$ cat config.mk
export PLATFORM = sky130hd
export DESIGN_NAME = spq_ctrl
export DESIGN_NICKNAME = d
export VERILOG_FILES = /design/src/rtl/sorted_priority_queue_remove_by_id_top_defines.svh /design/src/rtl/spq_pkg.sv /design/src/rtl/spq_ctrl.sv
export SDC_FILE = /design/constraint.sdc
export NUM_CORES = 1
export LEC_CHECK = 0
export BUFFER_PORTS_ARGS = -buffer_cell sky130_fd_sc_hd__buf_2
export CAP_MARGIN = 15
export CORE_AREA = 2 2 116 118
export DETAILED_ROUTE_END_ITERATION = 12
export DIE_AREA = 0 0 118 120
export GPL_TIMING_DRIVEN = 0
export PLACE_DENSITY_LB_ADDON = 0.25
export SYNTH_ARGS = -nofsm -noshare
export SYNTH_HDL_FRONTEND = slang
export SYNTH_SLANG_ARGS = --single-unit
$ cat constraint.sdc
create_clock -name clk -period 2.85 [get_ports clk]
set_clock_uncertainty 0.2 [all_clocks]
set_input_delay 0.57 -clock clk [delete_from_list [all_inputs] [get_ports clk]]
set_output_delay 0.57 -clock clk [all_outputs]
set_load 0.1 [all_outputs]
$ cat src/rtl/sorted_priority_queue_remove_by_id_top_defines.svh
// Assertion macros for the sorted priority queue.
// Included by the top level; depends on nothing else.
`ifndef SORTED_PRIORITY_QUEUE_REMOVE_BY_ID_TOP_DEFINES_SVH
`define SORTED_PRIORITY_QUEUE_REMOVE_BY_ID_TOP_DEFINES_SVH

// Consequent must hold in the same cycle as the antecedent.
`define SPQ_ASSERT_NOW(label, clk, rst_n, ante, cons, msg) \
	label: assert property (@(posedge clk) disable iff (!rst_n) (ante) |-> (cons)) \
		else $error(msg);

// Consequent must hold in the cycle after the antecedent.
`define SPQ_ASSERT_NEXT(label, clk, rst_n, ante, cons, msg) \
	label: assert property (@(posedge clk) disable iff (!rst_n) (ante) |=> (cons)) \
		else $error(msg);

`endif

$ cat src/rtl/spq_pkg.sv
`timescale 1ns / 1ps
// Shared types and constants for the sorted priority queue.
// Used by spq_cell, spq_ctrl and the top level; no dependencies.
package spq_pkg;

	localparam int DEPTH_DEF        = 128;
	localparam int PAYLOAD_BITS_DEF = 16;
	localparam int ID_W             = 8;
	localparam int PRI_W            = 8;

	localparam logic CMD_INSERT = 1'b0;
	localparam logic CMD_REMOVE = 1'b1;

	typedef enum logic [1:0] {
		STAT_OK        = 2'd0,
		STAT_FULL      = 2'd1,
		STAT_EMPTY     = 2'd2,
		STAT_NOT_FOUND = 2'd3
	} status_t;

	typedef enum logic {
		FSM_IDLE,
		FSM_SCAN
	} fsm_t;

	typedef enum logic [1:0] {
		CELL_HOLD,
		CELL_INSERT,
		CELL_ROTATE
	} cell_op_t;

	typedef struct packed {
		cell_op_t op;
		logic     wrap;
	} chain_ctl_t;

endpackage

$ cat src/rtl/spq_ctrl.sv
`timescale 1ns / 1ps
// Sequencer for the sorted chain: handshakes, entry count, remove scan
// and the result register. Depends on spq_pkg.
module spq_ctrl #(
	parameter int DEPTH        = spq_pkg::DEPTH_DEF,
	parameter int PAYLOAD_BITS = spq_pkg::PAYLOAD_BITS_DEF
) (
	input  logic                          clk,
	input  logic                          arst_n,
	input  logic                          req_valid,
	output logic                          req_stall,
	input  logic                          command,
	input  logic [spq_pkg::ID_W-1:0]      entry_id,
	input  logic [spq_pkg::ID_W-1:0]      head_id,
	input  logic [spq_pkg::PRI_W-1:0]     head_pri,
	input  logic [PAYLOAD_BITS-1:0]       head_pay,
	output spq_pkg::chain_ctl_t           ctl,
	output logic [$clog2(DEPTH+1)-1:0]    count,
	output logic [$clog2(DEPTH+1)-1:0]    tail,
	output logic                          rsp_valid,
	input  logic                          rsp_stall,
	output logic [1:0]                    status,
	output logic [spq_pkg::ID_W-1:0]      removed_id,
	output logic [spq_pkg::PRI_W-1:0]     removed_priority,
	output logic [PAYLOAD_BITS-1:0]       removed_payload,
	output logic [$clog2(DEPTH+1)-1:0]    occupancy
);

	localparam int CNT_W = $clog2(DEPTH + 1);

	spq_pkg::fsm_t             state_q, state_d;
	logic [CNT_W-1:0]          count_q, count_d;
	logic [CNT_W-1:0]          steps_q, len_q;
	logic                      found_q;
	logic [spq_pkg::ID_W-1:0]  id_q;
	logic                      rsp_valid_q;
	spq_pkg::status_t          status_q, res_status;
	logic [CNT_W-1:0]          occ_q, res_occ;
	logic [spq_pkg::ID_W-1:0]  rem_id_q;
	logic [spq_pkg::PRI_W-1:0] rem_pri_q;
	logic [PAYLOAD_BITS-1:0]   rem_pay_q;
	logic                      accept, full, hit, last_step;
	logic                      start_scan, load_res, clr_rem;
	logic [CNT_W-1:0]          len_next;

	assign full      = (count_q == CNT_W'(DEPTH));
	assign hit       = (state_q == spq_pkg::FSM_SCAN) && !found_q && (head_id == id_q);
	assign last_step = (steps_q == CNT_W'(1));
	assign len_next  = hit ? CNT_W'(len_q - 1'b1) : len_q;
	assign accept    = req_valid && !req_stall;

	// next state
	always_comb begin
		state_d = state_q;
		unique case (state_q)
			spq_pkg::FSM_IDLE: begin
				if (accept && command == spq_pkg::CMD_REMOVE && count_q != '0) begin
					state_d = spq_pkg::FSM_SCAN;
				end
			end
			spq_pkg::FSM_SCAN: begin
				if (last_step) begin
					state_d = spq_pkg::FSM_IDLE;
				end
			end
			default: state_d = spq_pkg::FSM_IDLE;
		endcase
	end

	// outputs
	always_comb begin
		req_stall  = 1'b1;
		ctl.op     = spq_pkg::CELL_HOLD;
		ctl.wrap   = 1'b0;
		start_scan = 1'b0;
		load_res   = 1'b0;
		clr_rem    = 1'b0;
		res_status = spq_pkg::STAT_OK;
		res_occ    = count_q;
		count_d    = count_q;
		unique case (state_q)
			spq_pkg::FSM_IDLE: begin
				req_stall = rsp_valid_q && rsp_stall;
				if (accept) begin
					clr_rem = 1'b1;
					if (command == spq_pkg::CMD_INSERT) begin
						load_res = 1'b1;
						if (full) begin
							res_status = spq_pkg::STAT_FULL;
						end else begin
							ctl.op  = spq_pkg::CELL_INSERT;
							count_d = CNT_W'(count_q + 1'b1);
							res_occ = count_d;
						end
					end else if (count_q == '0) begin
						load_res   = 1'b1;
						res_status = spq_pkg::STAT_EMPTY;
					end else begin
						start_scan = 1'b1;
					end
				end
			end
			spq_pkg::FSM_SCAN: begin
				ctl.op   = spq_pkg::CELL_ROTATE;
				ctl.wrap = !hit;
				if (last_step) begin
					load_res   = 1'b1;
					res_status = (found_q || hit) ? spq_pkg::STAT_OK : spq_pkg::STAT_NOT_FOUND;
					res_occ    = len_next;
					count_d    = len_next;
				end
			end
			default: begin
			end
		endcase
	end

	always_ff @(posedge clk or negedge arst_n) begin
		if (!arst_n) begin
			state_q     <= spq_pkg::FSM_IDLE;
			count_q     <= '0;
			steps_q     <= '0;
			len_q       <= '0;
			found_q     <= 1'b0;
			rsp_valid_q <= 1'b0;
		end else begin
			state_q <= state_d;
			count_q <= count_d;
			if (start_scan) begin
				steps_q <= count_q;
				len_q   <= count_q;
				found_q <= 1'b0;
			end else if (state_q == spq_pkg::FSM_SCAN) begin
				steps_q <= CNT_W'(steps_q - 1'b1);
				len_q   <= len_next;
				found_q <= found_q || hit;
			end
			if (load_res) begin
				rsp_valid_q <= 1'b1;
			end else if (!rsp_stall) begin
				rsp_valid_q <= 1'b0;
			end
		end
	end

	always_ff @(posedge clk) begin
		if (start_scan) begin
			id_q <= entry_id;
		end
		if (load_res) begin
			status_q <= res_status;
			occ_q    <= res_occ;
		end
		// drop stale fields on every new transfer; capture the matching head
		if (clr_rem) begin
			rem_id_q  <= '0;
			rem_pri_q <= '0;
			rem_pay_q <= '0;
		end else if (hit) begin
			rem_id_q  <= head_id;
			rem_pri_q <= head_pri;
			rem_pay_q <= head_pay;
		end
	end

	assign count            = count_q;
	assign tail             = CNT_W'(len_q - 1'b1);
	assign rsp_valid        = rsp_valid_q;
	assign status           = status_q;
	assign removed_id       = rem_id_q;
	assign removed_priority = rem_pri_q;
	assign removed_payload  = rem_pay_q;
	assign occupancy        = occ_q;

endmodule

==> impl_metrics.toml <==
[placement]
port-buffer-count = 107
dpl-instance-area_sq_um = 4500
gp_congestion = 0.845
dp_hpwl_mm = 7.70
dp_worst_setup_slack_ps = -134

[layout]
areaGrowthSynthToFinish_pct = 34.9
num-fill-cells = 1347
insertedDiodeCount = 0
drive_above_1_share = 0.350
num-nets-final = 545
area_of_all_placed_cells_without_fillers_sq_um = 4920

[synth]
synth_seq_area_share = 0.509
synth.distinct_cells = 56
postSynthNetCount = 424
synthFlopType = "sky130_fd_sc_hd__dfxtp_1"
ys_top_cells_by_area = "sky130_fd_sc_hd__dfrtp_1 (19%), sky130_fd_sc_hd__dfxtp_1 (18%), sky130_fd_sc_hd__edfxtp_1 (15%)"
synth_warn = 0
yosys.area.top_type = "sky130_fd_sc_hd__dfrtp_1"
ys_seq_elements = 77
post_synth_edffs = 18
average_instance_area_after_synthesis_sq_um = 9.76
synth_top_cell_area_share = 0.185
mappedNetlistArea_sq_um = 3650
synth_cells = 374
synthArstFlopShare = 0.351

[floorplan]
core.rowCount = 42
initial_core_util = 0.281
die_x_um = 118
core_sq_um = 13000
die_y_um = 120
die-area_sq_um = 14200
io_pins = 108

[flow_run]
cap_violations = 0

[cts]
max-clock-path-buffers = 2
clock_tree_from_tritoncts = "built"
clock_insertion_delay_worst_skew_ps = 340
cts_hold_repair.buffers = 0
clock_sink_count = 77
root_buffer = "sky130_fd_sc_hd__clkbuf_16"
cts-buffers-inserted = 9
h_tree_lvls = 3
clkSlewWorstSetupHoldPaths_ps = 60

[worst_setup_path]
r2r_path_end = "occupancy[2]$_DFFE_PP_"
kind_of_end_point_of_the_critical_path = "primary output"
r2r_slack_ps = 270
timing.critical_path.from_type = "register"
rr_worst_depth = 7
path_class = "reg -> out"
crit_path_max_fanout = 4
cp.required_ps = 2080
critPathArrivalTime_ps = 1980
startpoint_of_the_most_critical_register_to_register_path = "steps_q[1]$_DFFE_PN0P_"

[detailed_routing]
routed-via-count = 3144
detail_route.drc_violations = 0
drtIter0Drc = 180
antenna_violating_nets_post_route = 0
drt-pass1-iter-count = 4
routed_wire_length_per_instance_um = 15.1
routed_wirelength_mm = 10.2
viasPerCell = 4.65

[run_status]
outcome = "finished, final reports clean"

[power_and_ir_drop]
ir_drop_v = 0.000382
static-leakage-power_nw = 2.14
p_per_area_nw_per_um2 = 1090

[sta]
worstMarginPinSlew_ps = 668
timing_max_transition_violations_final = 0
slew_headroom = 0.555
finalCritPeriodShare = 0.964
hold_violations = 0
timing.final.crit_period_ps = 2750
crit_path_setup_slack_layout_ps = 104
finalSetupViolations = 0
max_freq_mhz = 364

[global_routing]
first_pass_grt_wire_length_mm = 16.4
grt.total_usage = 0.149
grt_max_degree = 28
via_count_of_the_first_global_routing_pass = 3061
global_route.overflow_total = 0
antenna_found_initial = 0

[hold_path]
min_path_type = "in -> async"
-- worst max path at each step --
stage | start | to | slack (ps) | depth (start not counted)
5_1_grt | len_q[0]$_DFFE_PN0P_ | tail[6] | -2 | 6
4_1_cts | len_q[0]$_DFFE_PN0P_ | tail[4] | 1 | 6
3_3_place_gp | len_q[0]$_DFFE_PN0P_ | tail[6] | -130 | 6
2_1_floorplan | len_q[0]$_DFFE_PN0P_ | tail[4] | -300 | 5
3_5_place_dp | len_q[0]$_DFFE_PN0P_ | tail[6] | -130 | 6
6_report | len_q[0]$_DFFE_PN0P_ | tail[6] | 100 | 6
-- what timing repair did --
item	CTS	global route
pin swaps	1	2
setup buffers	1	2
resized for setup	13	10
endpoints found under the setup margin	6	6
-- per-stage QoR --
step	std cells	total power [mW]	utilization	hold WS (ps)	TNS (ps)
floorplan	374	3.65	-	74.4	-1160
global placement	657	4.14	0.347	237	-200
detailed placement	657	4.15	0.347	242	-197
CTS	674	5.37	0.374	79.5	0
global route	676	5.68	0.379	103	-2.44
finish	676	5.38	0.379	62.1	0
-- metal layers --
metal | wire, um | share of wire | track usage | vias to the layer above
met2 | 4800 | 0.47 | 0.231 | 84
met4 | 209 | 0.020 | 0.0617 | 0
met1 | 4600 | 0.45 | 0.191 | 1487
met3 | 581 | 0.057 | 0.0499 | 15
li1 | - | - | - | 1558
met5 | 0 | 0 | 0 | -
-- cells in the mapped netlist (2+ instances only) --
| library cell | instances |
|---|---|
| sky130_fd_sc_hd__a21oi_2 | 2 |
| sky130_fd_sc_hd__a21oi_1 | 37 |
| sky130_fd_sc_hd__nand3_1 | 3 |
| sky130_fd_sc_hd__edfxtp_1 | 18 |
| sky130_fd_sc_hd__nor3_1 | 8 |
| sky130_fd_sc_hd__clkbuf_1 | 7 |
| sky130_fd_sc_hd__nand4_1 | 8 |
| sky130_fd_sc_hd__nand3b_1 | 2 |
| sky130_fd_sc_hd__o211ai_1 | 7 |
| sky130_fd_sc_hd__a211o_1 | 2 |
| sky130_fd_sc_hd__inv_1 | 13 |
| sky130_fd_sc_hd__nand2_1 | 78 |
| sky130_fd_sc_hd__xor2_1 | 18 |
| sky130_fd_sc_hd__buf_4 | 3 |
| sky130_fd_sc_hd__nor2b_1 | 3 |
| sky130_fd_sc_hd__a31o_2 | 2 |
| sky130_fd_sc_hd__and3_1 | 6 |
| sky130_fd_sc_hd__nor4_1 | 3 |
| sky130_fd_sc_hd__o22ai_1 | 2 |
| sky130_fd_sc_hd__nor2_1 | 14 |
| sky130_fd_sc_hd__a21o_1 | 2 |
| sky130_fd_sc_hd__or3_1 | 3 |
| sky130_fd_sc_hd__ha_1 | 5 |
| sky130_fd_sc_hd__and3b_1 | 2 |
| sky130_fd_sc_hd__nor4b_4 | 2 |
| sky130_fd_sc_hd__dfrtp_1 | 27 |
| sky130_fd_sc_hd__and2_1 | 3 |
| sky130_fd_sc_hd__dfxtp_1 | 32 |
| sky130_fd_sc_hd__o21ai_0 | 8 |
| sky130_fd_sc_hd__mux2i_1 | 4 |
| sky130_fd_sc_hd__buf_2 | 8 |
| sky130_fd_sc_hd__a221o_1 | 8 |
| sky130_fd_sc_hd__or3b_2 | 2 |
| sky130_fd_sc_hd__xnor2_1 | 10 |
-- cell families (layout without fill, tap and decap cells) --
group                      count (synthesis)  in the layout  share of synthesized area
adders and majority gates                  5              5                     0.0171
buffers and inverters                     34            160                     0.0432
and+or+nand+nor                          148            148                      0.215
xor gates and xnor gates                  28             28                     0.0672
DFF                                       77             77                      0.509
muxes                                      4              4                     0.0110
AOI/OAI and AO/OA                         78             78                      0.138
-- layout by cell type, fill, tap and decap left out, types with 10 or more instances in the layout --
master                        n
sky130_fd_sc_hd__dfxtp_1     32
sky130_fd_sc_hd__edfxtp_1    18
sky130_fd_sc_hd__xor2_1      14
sky130_fd_sc_hd__inv_1       10
sky130_fd_sc_hd__dfrtp_1     19
sky130_fd_sc_hd__clkbuf_16   11
sky130_fd_sc_hd__nand2_1     78
sky130_fd_sc_hd__nor2_1      13
sky130_fd_sc_hd__a21oi_1     37
sky130_fd_sc_hd__buf_2      108
-- worst max-delay path, stage by stage, from the launching register on --
cell and delay (ps):
sky130_fd_sc_hd__dfrtp_1 430, sky130_fd_sc_hd__clkinvlp_4 140, sky130_fd_sc_hd__ha_4 170, sky130_fd_sc_hd__nand2b_1 130, sky130_fd_sc_hd__nor4_4 360, sky130_fd_sc_hd__xor2_4 210
sky130_fd_sc_hd__buf_12 190
-- report_power, final --
part	internal, mW	switching, mW	total, mW
registers	1.35	0.162	1.51
clock network	0.697	0.446	1.14
logic	0.656	2.07	2.73
total	2.70	2.68	5.38
-- sequential cells by signal, indices dropped and copies added (netlist names), 2 cells and up --
name	flops
removed_payload	16
occupancy	8
removed_id	8
removed_priority	8
status	2
steps_q	8
count	8
id_q	8
len_q	8
-- layout make-up --
cell class              instances  area (sq um)  area share
repair buffers                110           601       0.122
clock buffers                  12           279      0.0567
well taps                     176           220      0.0447
flip-flops and latches         77          1880       0.381
plain buffers                  21           119      0.0241
inverters                      13          52.6      0.0107
clock inverters                 4          27.5     0.00559
multi-input cells             263          1750       0.355
Note: power is estimated with default switching activity, not from simulation.
